<file path="src/rtl/ptt_pkg.sv">
// ----------------------------------------------------------------------------
// ptt_pkg
// types, constants and codes shared by the priority task table modules
// ----------------------------------------------------------------------------
`default_nettype none

package ptt_pkg;

    localparam int CAPACITY = 64;
    localparam int IDX_W    = (CAPACITY > 1) ? $clog2(CAPACITY) : 1;
    localparam int CNT_W    = $clog2(CAPACITY + 1);
    localparam int ROW_W    = 48;

    typedef enum logic [1:0] {
        REQ_ADD    = 2'd0,
        REQ_EDIT   = 2'd1,
        REQ_REMOVE = 2'd2,
        REQ_EXEC   = 2'd3
    } t_req;

    typedef enum logic [1:0] {
        STAT_DONE    = 2'd0,
        STAT_FULL    = 2'd1,
        STAT_MISSING = 2'd2
    } t_status;

    typedef enum logic [1:0] {
        S_IDLE,
        S_SCAN,
        S_DRAIN,
        S_FINISH
    } t_state;

    typedef struct packed {
        logic [1:0]  req_type;
        logic [15:0] user_id;
        logic [15:0] task_id;
        logic [15:0] priority_req;
    } t_in;

    typedef struct packed {
        logic [1:0]  status;
        logic [15:0] exec_user;
    } t_out;

    typedef struct packed {
        logic [15:0] task_id;
        logic [15:0] user_id;
        logic [15:0] prio;
    } t_row;

    typedef struct packed {
        logic             clear;
        logic             sample;
        logic             ent_valid;
        logic [IDX_W-1:0] idx;
    } t_sctl;

    typedef struct packed {
        logic             hit;
        logic [IDX_W-1:0] hit_idx;
        logic [15:0]      hit_user;
        logic             free_found;
        logic [IDX_W-1:0] free_idx;
        logic             best_found;
        logic [IDX_W-1:0] best_idx;
        logic [15:0]      best_user;
    } t_sres;

endpackage

`default_nettype wire

</file>
<file path="src/rtl/ptt_ram.sv">
// ----------------------------------------------------------------------------
// ptt_ram
// generic single write port ram with registered read
// ----------------------------------------------------------------------------
`default_nettype none

module ptt_ram #(
    parameter int WIDTH = 8,
    parameter int DEPTH = 16
) (
    input  wire logic                                          i_clk,
    input  wire logic                                          i_we,
    input  wire logic [((DEPTH > 1) ? $clog2(DEPTH) : 1)-1:0] i_waddr,
    input  wire logic [WIDTH-1:0]                              i_wdata,
    input  wire logic                                          i_re,
    input  wire logic [((DEPTH > 1) ? $clog2(DEPTH) : 1)-1:0] i_raddr,
    output logic      [WIDTH-1:0]                              o_rdata
);

    logic [WIDTH-1:0] r_mem [DEPTH];

    always_ff @(posedge i_clk) begin
        if (i_we) begin
            r_mem[i_waddr] <= i_wdata;
        end
        if (i_re) begin
            o_rdata <= r_mem[i_raddr];
        end
    end

endmodule

`default_nettype wire

</file>
<file path="src/rtl/ptt_search.sv">
// ----------------------------------------------------------------------------
// ptt_search
// shared compare unit: tracks id match, first free entry and top entry
// ----------------------------------------------------------------------------
`default_nettype none

module ptt_search (
    input  wire logic          i_clk,
    input  wire logic          i_rst_n,
    input  wire ptt_pkg::t_sctl i_ctl,
    input  wire ptt_pkg::t_row  i_row,
    input  wire logic [15:0]   i_req_task,
    output ptt_pkg::t_sres     o_res
);

    logic                      r_hit, n_hit;
    logic [ptt_pkg::IDX_W-1:0] r_hit_idx, n_hit_idx;
    logic [15:0]               r_hit_user, n_hit_user;
    logic                      r_free, n_free;
    logic [ptt_pkg::IDX_W-1:0] r_free_idx, n_free_idx;
    logic                      r_best, n_best;
    logic [ptt_pkg::IDX_W-1:0] r_best_idx, n_best_idx;
    logic [15:0]               r_best_user, n_best_user;
    logic [15:0]               r_best_prio, n_best_prio;
    logic [15:0]               r_best_task, n_best_task;
    logic                      w_gt;

    // one magnitude compare on {priority, task id}
    assign w_gt = {i_row.prio, i_row.task_id} > {r_best_prio, r_best_task};

    always_comb begin
        n_hit       = r_hit;
        n_hit_idx   = r_hit_idx;
        n_hit_user  = r_hit_user;
        n_free      = r_free;
        n_free_idx  = r_free_idx;
        n_best      = r_best;
        n_best_idx  = r_best_idx;
        n_best_user = r_best_user;
        n_best_prio = r_best_prio;
        n_best_task = r_best_task;
        if (i_ctl.clear) begin
            n_hit  = 1'b0;
            n_free = 1'b0;
            n_best = 1'b0;
        end else if (i_ctl.sample) begin
            if (i_ctl.ent_valid && !r_hit && (i_row.task_id == i_req_task)) begin
                n_hit      = 1'b1;
                n_hit_idx  = i_ctl.idx;
                n_hit_user = i_row.user_id;
            end
            if (!i_ctl.ent_valid && !r_free) begin
                n_free     = 1'b1;
                n_free_idx = i_ctl.idx;
            end
            if (i_ctl.ent_valid && (!r_best || w_gt)) begin
                n_best      = 1'b1;
                n_best_idx  = i_ctl.idx;
                n_best_user = i_row.user_id;
                n_best_prio = i_row.prio;
                n_best_task = i_row.task_id;
            end
        end
    end

    always_ff @(posedge i_clk) begin
        if (!i_rst_n) begin
            r_hit  <= 1'b0;
            r_free <= 1'b0;
            r_best <= 1'b0;
        end else begin
            r_hit  <= n_hit;
            r_free <= n_free;
            r_best <= n_best;
        end
        r_hit_idx   <= n_hit_idx;
        r_hit_user  <= n_hit_user;
        r_free_idx  <= n_free_idx;
        r_best_idx  <= n_best_idx;
        r_best_user <= n_best_user;
        r_best_prio <= n_best_prio;
        r_best_task <= n_best_task;
    end

    always_comb begin
        o_res.hit        = r_hit;
        o_res.hit_idx    = r_hit_idx;
        o_res.hit_user   = r_hit_user;
        o_res.free_found = r_free;
        o_res.free_idx   = r_free_idx;
        o_res.best_found = r_best;
        o_res.best_idx   = r_best_idx;
        o_res.best_user  = r_best_user;
    end

endmodule

`default_nettype wire

</file>
<file path="src/rtl/ptt_ctrl.sv">
// ----------------------------------------------------------------------------
// ptt_ctrl
// request sequencer: scan counter, valid bits, table update and result register
// ----------------------------------------------------------------------------
`default_nettype none

module ptt_ctrl (
    input  wire logic           i_clk,
    input  wire logic           i_rst_n,
    input  wire logic           i_in_valid,
    output logic                o_in_ready,
    input  wire ptt_pkg::t_in   i_in_data,
    output logic                o_out_valid,
    input  wire logic           i_out_ready,
    output ptt_pkg::t_out       o_out_data,
    input  wire ptt_pkg::t_sres i_sres,
    output ptt_pkg::t_sctl      o_sctl,
    output logic [15:0]         o_req_task,
    output logic                o_ram_re,
    output logic [ptt_pkg::IDX_W-1:0] o_ram_raddr,
    output logic                o_ram_we,
    output logic [ptt_pkg::IDX_W-1:0] o_ram_waddr,
    output ptt_pkg::t_row       o_ram_wdata
);

    ptt_pkg::t_state               r_state, n_state;
    logic [ptt_pkg::CNT_W-1:0]     r_cnt;
    logic                          r_rd_pend;
    logic [ptt_pkg::IDX_W-1:0]     r_rd_idx;
    ptt_pkg::t_in                  r_req;
    logic [ptt_pkg::CAPACITY-1:0]  r_valid, n_valid;
    logic                          r_out_vld;
    ptt_pkg::t_out                 r_out, n_out;
    logic                          w_accept;
    logic                          w_fin;

    assign w_accept = i_in_valid && o_in_ready;

    always_comb begin
        n_state = r_state;
        case (r_state)
            ptt_pkg::S_IDLE: begin
                if (i_in_valid) begin
                    n_state = ptt_pkg::S_SCAN;
                end
            end
            ptt_pkg::S_SCAN: begin
                if (r_cnt == ptt_pkg::CNT_W'(ptt_pkg::CAPACITY - 1)) begin
                    n_state = ptt_pkg::S_DRAIN;
                end
            end
            ptt_pkg::S_DRAIN: begin
                n_state = ptt_pkg::S_FINISH;
            end
            ptt_pkg::S_FINISH: begin
                if (!r_out_vld || i_out_ready) begin
                    n_state = ptt_pkg::S_IDLE;
                end
            end
            default: begin
                n_state = ptt_pkg::S_IDLE;
            end
        endcase
    end

    always_comb begin
        o_in_ready       = (r_state == ptt_pkg::S_IDLE);
        o_ram_re         = (r_state == ptt_pkg::S_SCAN);
        o_ram_raddr      = r_cnt[ptt_pkg::IDX_W-1:0];
        o_sctl.clear     = w_accept;
        o_sctl.sample    = r_rd_pend;
        o_sctl.ent_valid = r_valid[r_rd_idx];
        o_sctl.idx       = r_rd_idx;
        o_req_task       = r_req.task_id;
        w_fin            = (r_state == ptt_pkg::S_FINISH) && (!r_out_vld || i_out_ready);

        o_ram_we              = 1'b0;
        o_ram_waddr           = i_sres.hit_idx;
        o_ram_wdata.task_id   = r_req.task_id;
        o_ram_wdata.user_id   = r_req.user_id;
        o_ram_wdata.prio      = r_req.priority_req;
        n_valid               = r_valid;
        n_out.status          = ptt_pkg::STAT_DONE;
        n_out.exec_user       = 16'd0;

        case (r_req.req_type)
            ptt_pkg::REQ_ADD: begin
                if (i_sres.hit) begin
                    o_ram_we = w_fin;
                end else if (i_sres.free_found) begin
                    o_ram_we    = w_fin;
                    o_ram_waddr = i_sres.free_idx;
                    n_valid[i_sres.free_idx] = 1'b1;
                end else begin
                    n_out.status = ptt_pkg::STAT_FULL;
                end
            end
            ptt_pkg::REQ_EDIT: begin
                o_ram_wdata.user_id = i_sres.hit_user;
                if (i_sres.hit) begin
                    o_ram_we = w_fin;
                end else begin
                    n_out.status = ptt_pkg::STAT_MISSING;
                end
            end
            ptt_pkg::REQ_REMOVE: begin
                if (i_sres.hit) begin
                    n_valid[i_sres.hit_idx] = 1'b0;
                end else begin
                    n_out.status = ptt_pkg::STAT_MISSING;
                end
            end
            default: begin
                if (i_sres.best_found) begin
                    n_out.exec_user = i_sres.best_user;
                    n_valid[i_sres.best_idx] = 1'b0;
                end else begin
                    n_out.status = ptt_pkg::STAT_MISSING;
                end
            end
        endcase

        o_out_valid = r_out_vld;
        o_out_data  = r_out;
    end

    always_ff @(posedge i_clk) begin
        if (!i_rst_n) begin
            r_state   <= ptt_pkg::S_IDLE;
            r_cnt     <= '0;
            r_rd_pend <= 1'b0;
            r_valid   <= '0;
            r_out_vld <= 1'b0;
        end else begin
            r_state   <= n_state;
            r_rd_pend <= (r_state == ptt_pkg::S_SCAN);
            if (w_accept) begin
                r_cnt <= '0;
            end else if (r_state == ptt_pkg::S_SCAN) begin
                r_cnt <= r_cnt + 1'b1;
            end
            if (w_fin) begin
                r_valid   <= n_valid;
                r_out_vld <= 1'b1;
            end else if (i_out_ready) begin
                r_out_vld <= 1'b0;
            end
        end
        r_rd_idx <= r_cnt[ptt_pkg::IDX_W-1:0];
        if (w_accept) begin
            r_req <= i_in_data;
        end
        if (w_fin) begin
            r_out <= n_out;
        end
    end

endmodule

`default_nettype wire

</file>
<file path="src/rtl/priority_task_table_top.sv">
// ----------------------------------------------------------------------------
// priority_task_table_top
// table of tasks with add, edit, remove and execute-highest-priority requests
// ----------------------------------------------------------------------------
// input channel i_in_valid / o_in_ready carries one request transaction
// (req_type, user_id, task_id, priority_req); output channel o_out_valid /
// i_out_ready returns exactly one status transaction per request
// every request walks all CAPACITY table rows through one ram read port and
// one shared compare unit, one row per cycle; after the walk a drain state
// lets the last registered read be compared, then the update step updates
// the table and loads the result register, and only then is the next
// request taken, so requests never overlap in the table walk
// the result sits in an output register; the next request is accepted
// while it waits, but that request's update step holds until the old
// result is taken
// reset clears all valid bits at once, so the table starts empty and no
// clearing pass is needed; row contents are only read behind a valid bit
// ----------------------------------------------------------------------------
`default_nettype none

module priority_task_table_top (
    input  wire logic          i_clk,
    input  wire logic          i_rst_n,
    input  wire logic          i_in_valid,
    output logic               o_in_ready,
    input  wire ptt_pkg::t_in  i_in_data,
    output logic               o_out_valid,
    input  wire logic          i_out_ready,
    output ptt_pkg::t_out      o_out_data
);

    ptt_pkg::t_sctl            w_sctl;
    ptt_pkg::t_sres            w_sres;
    logic [15:0]               w_req_task;
    logic                      w_ram_re;
    logic [ptt_pkg::IDX_W-1:0] w_ram_raddr;
    logic                      w_ram_we;
    logic [ptt_pkg::IDX_W-1:0] w_ram_waddr;
    ptt_pkg::t_row             w_ram_wdata;
    logic [ptt_pkg::ROW_W-1:0] w_ram_rdata;
    ptt_pkg::t_row             w_row;

    assign w_row = w_ram_rdata;

    ptt_ctrl u_ctrl (
        .i_clk       (i_clk),
        .i_rst_n     (i_rst_n),
        .i_in_valid  (i_in_valid),
        .o_in_ready  (o_in_ready),
        .i_in_data   (i_in_data),
        .o_out_valid (o_out_valid),
        .i_out_ready (i_out_ready),
        .o_out_data  (o_out_data),
        .i_sres      (w_sres),
        .o_sctl      (w_sctl),
        .o_req_task  (w_req_task),
        .o_ram_re    (w_ram_re),
        .o_ram_raddr (w_ram_raddr),
        .o_ram_we    (w_ram_we),
        .o_ram_waddr (w_ram_waddr),
        .o_ram_wdata (w_ram_wdata)
    );

    ptt_ram #(
        .WIDTH (ptt_pkg::ROW_W),
        .DEPTH (ptt_pkg::CAPACITY)
    ) u_ram (
        .i_clk   (i_clk),
        .i_we    (w_ram_we),
        .i_waddr (w_ram_waddr),
        .i_wdata (w_ram_wdata),
        .i_re    (w_ram_re),
        .i_raddr (w_ram_raddr),
        .o_rdata (w_ram_rdata)
    );

    ptt_search u_search (
        .i_clk      (i_clk),
        .i_rst_n    (i_rst_n),
        .i_ctl      (w_sctl),
        .i_row      (w_row),
        .i_req_task (w_req_task),
        .o_res      (w_sres)
    );

    a_busy_after_accept: assert property (@(posedge i_clk) disable iff (!i_rst_n)
        (i_in_valid && o_in_ready) |=> !o_in_ready)
        else $error("request accepted while a request is in flight");

    a_no_out_after_reset: assert property (@(posedge i_clk)
        !i_rst_n |=> !o_out_valid)
        else $error("result valid right after reset");

    a_write_when_busy: assert property (@(posedge i_clk) disable iff (!i_rst_n)
        w_ram_we |-> !o_in_ready)
        else $error("table write while idle");

    a_clear_not_sample: assert property (@(posedge i_clk) disable iff (!i_rst_n)
        !(w_sctl.clear && w_sctl.sample))
        else $error("search cleared while sampling a row");

    a_read_before_sample: assert property (@(posedge i_clk) disable iff (!i_rst_n)
        w_ram_re |=> w_sctl.sample)
        else $error("row read without a compare step");

endmodule

`default_nettype wire
</file>
<file path="config.mk">
export PLATFORM = sky130hd
export DESIGN_NAME = priority_task_table_top
export DESIGN_NICKNAME = d
export VERILOG_FILES = /design/src/rtl/ptt_pkg.sv /design/src/rtl/ptt_ram.sv /design/src/rtl/ptt_search.sv /design/src/rtl/ptt_ctrl.sv /design/src/rtl/priority_task_table_top.sv
export SDC_FILE = /design/constraint.sdc
export NUM_CORES = 2
export LEC_CHECK = 0
export ABC_CLOCK_PERIOD_IN_PS = 6300
export BUFFER_PORTS_ARGS = -buffer_cell sky130_fd_sc_hd__buf_2
export CORE_AREA = 2 2 478 480
export DETAILED_ROUTE_END_ITERATION = 12
export DIE_AREA = 0 0 480 482
export GPL_ROUTABILITY_DRIVEN = 0
export PLACE_DENSITY = 0.75
export SYNTH_ARGS = -nofsm -noshare
export SYNTH_HDL_FRONTEND = slang
export SYNTH_SLANG_ARGS = --single-unit
</file>
<file path="constraint.sdc">
create_clock -name i_clk -period 6.3 [get_ports i_clk]
set_input_delay 1.26 -clock i_clk [delete_from_list [all_inputs] [get_ports i_clk]]
set_output_delay 1.26 -clock i_clk [all_outputs]
set_load 0.01 [all_outputs]
</file>
==> out/qor.txt <==
status: finished, final reports clean
Boundary Pins: 74
Post-Syn Instances: 5409
CTS H-Tree Depth: 5
pins over their slew limit: 0
Setup Buffers After CTS: 0
clk_skew: 0.0779 ns
filler cell count: 14120
post-synth cell types: 51
DRC: 0
RSZ-0062 raised after global routing: no
initial antenna violation count: 25
Vias: 61756
metal1 wirelength: 116000 um
Buf/Inv on CP: 2
Top FF cell, synth: edfxtp_1
clk slew on worst S/H paths: 0.06 ns
nets@finish: 5856
detailed placer's ending HPWL: 180000 um
post-synthesis area per instance: 23.7 um2
CTS tree: yes
Multi-input gate area: 27800 um2
TritonCTS sink count: 3354
Achievable Freq: 212 MHz
CP peak stage delay: 0.90 ns
Initial DRC Count: 9701
critical path, cell by cell: inv_1 > ha_2 > o21ai_0 > a21boi_1 > nand3_1 > nor2_4 > buf_4
drt wl/cell: 36.2 um
worst path arrival time: 5.30 ns
final non-filler cell total: 9036
Post-synth ARST share: 0%
Total GRT Usage: 28.6%
setup TNS: 0 ns
CP Capture Type: flip-flop
Final Hold Violating Endpoints: 0
flops & latches, synth: 3354
buffers added on ports: 73
die area: 231000 um2
Root Buffer: clkbuf_16
most frequent cells in the layout: edfxtp_1, mux4_2, clkbuf_16, buf_4, nand2_1
Total Wirelength: 327000 um
worst hold path type: reg2reg
met2 wire length: 162000 um
Site Rows: 175
Max-cap violations: 0
Post-CTS Hold Fix Bufs: 0
Syn Std Cell Area: 128000 um2
DR top layer: met5
Yosys top cell area share: 76.5%
# setup viols final: 0
Worst EP required: 6.88 ns
Max rail drop VDD: 0.000311 V
Slew HR: 17.6%
metal3 WL: 33000 um
Chip Height: 482 um
Layout area overhead: 12.6%
Clk Latency, worst-skew pair: 0.96 ns
most common cell after layout, fill and taps aside: edfxtp_1
Yosys top cell by area: edfxtp_1
Synth Net Count: 5504
vias in the first global route: 62011
Reg area: 99900 um2
dpl ws: 1.58 ns
CP top delay family: simple AND/OR/NAND/NOR gates
synth top area cells: edfxtp_1, mux4_2, dfxtp_1
dpl cells: 8424
Final Critical Period: 4.72 ns
Power Dens Cells: 370 nW/um2
crit path launch type: flip-flop
synth warn: 0
Core Area: 226000 um2
Num CTS Buffers: 344
worst slew pin tran: 1.24 ns
GRT overflow: 0
largest net degree at the start of global routing: 100
Die X: 480 um
via density per instance: 6.83
Post-synth EDFFs: 3270
global-route wire length before repair: 466000 um
post-cts resize count: 0
Seq/Total Area, Yosys: 77.8%
first drt pass iteration count: 5
Setup WS post-layout: 1.58 ns
clock buffer depth: 4
Crit Path Max Fanout: 18
share of layout cells above drive strength 1: 30.7%
Pleak: 43.4 nW
critical path class: reg2reg
Routed Antenna Nets: 0
slowest CP cell: a21boi_1
period utilization: 74.9%
Initial Util: 56.7%
-- flip-flops by register name (all words and copies together) (netlist names), 7 cells and up --
signal	flops
u_ram.r_mem	3072
u_ctrl.r_valid	64
u_ram.o_rdata	48
u_ctrl.o_out_data	18
u_ctrl.r_req	18
u_ctrl.o_ram_wdata	16
u_ctrl.o_req_task	16
u_search.r_best_prio	16
u_search.r_best_task	16
u_search.r_best_user	16
u_search.r_hit_user	16
u_ctrl.r_cnt	7
-- synth_stat cells, types with 4 or more instances --
cell type  instances
nand3b_1           6
edfxtp_1        3270
or3_1              4
mux2_2            17
buf_4              6
nor3b_1            6
nand4_1           13
clkbuf_1         165
o22ai_1           31
and2_1            23
nor4_1             4
or3b_2             4
inv_1             42
a22oi_1           74
xor2_1            15
buf_1             36
mux4_2          1008
ha_1              41
o221a_2            4
nand2b_1          12
nor2_1           145
and3_1             6
buf_2             58
nor3_1            18
nor2b_1           14
a21oi_1           45
dfxtp_1           84
or2_2              4
a21o_1            14
mux2i_1           39
o21ai_0           38
nand2_1          103
xnor2_1            5
nand3_1           24
-- path summary, 6_finish.rpt --
path                                     from                           endpoint  slack, ns  depth (start not counted)
hold / removal    u_ram.o_rdata[18]$_DFFE_PP_  u_search.r_best_user[2]$_DFFE_PP_       0.46                          0
hold reg to reg   u_ram.o_rdata[18]$_DFFE_PP_  u_search.r_best_user[2]$_DFFE_PP_       0.46                          0
setup reg to reg   u_ctrl.r_req[49]$_DFFE_PP_      u_ram.r_mem[14][14]$_DFFE_PP_       1.58                          7
setup / recovery   u_ctrl.r_req[49]$_DFFE_PP_      u_ram.r_mem[14][14]$_DFFE_PP_       1.58                          7
-- report_power, final --
group	switching, W	internal (W)	leakage, nW
clock network	0.00826	0.0111	5.13
registers	0.000301	0.0261	30.1
logic	0.00467	0.00311	8.17
-- kinds of logic after synthesis --
kind of cell | after synthesis | share of synthesized area [%]
compound gates | 228 | 1.16
xor+xnor | 20 | 0.136
fa+ha+maj | 41 | 0.399
buf+inv | 310 | 0.998
flops | 3354 | 77.8
mux | 1064 | 18.1
simple gates | 392 | 1.42
-- metrics by stage --
stage	util [%]	total power, W	hold slack (ns)	area, um2
2_1_floorplan	-	0.0318	0.329	128000
3_3_place_gp	59.2	0.0344	0.433	134000
3_5_place_dp	59.2	0.0346	0.438	134000
4_1_cts	63.8	0.0537	0.419	145000
5_1_grt	63.9	0.0549	0.444	145000
6_report	63.9	0.0535	0.456	145000
-- cell type report --
| class | instances | share of cell area [%] |
|---|---|---|
| antenna | 20 | 0.0346 |
| timing repair buffer | 274 | 1.66 |
| inverter | 42 | 0.111 |
| clock buffer | 410 | 6.18 |
| sequential | 3354 | 69.1 |
| multi-input combinational | 1745 | 19.2 |
| tap | 3009 | 2.60 |
| clock inverter | 182 | 1.07 |
-- worst register-to-register path, delay by kind of cell, from the launching register on --
| family | cells | cell delay [ns] |
|---|---|---|
| adders and majority gates | 1 | 0.67 |
| DFF | 1 | 0.42 |
| AOI/OAI and AO/OA | 2 | 1.08 |
| and+or+nand+nor | 2 | 1.67 |
| buffers and inverters | 2 | 0.51 |
-- metal layers --
layer  up-vias  global-route usage [%]
met5         -                       0
li1      23932                       -
met4        18                    13.0
met1     32713                    38.7
met2      4367                    46.1
met3       726                    5.24
No activity file was read; power rests on OpenSTA's default activity.
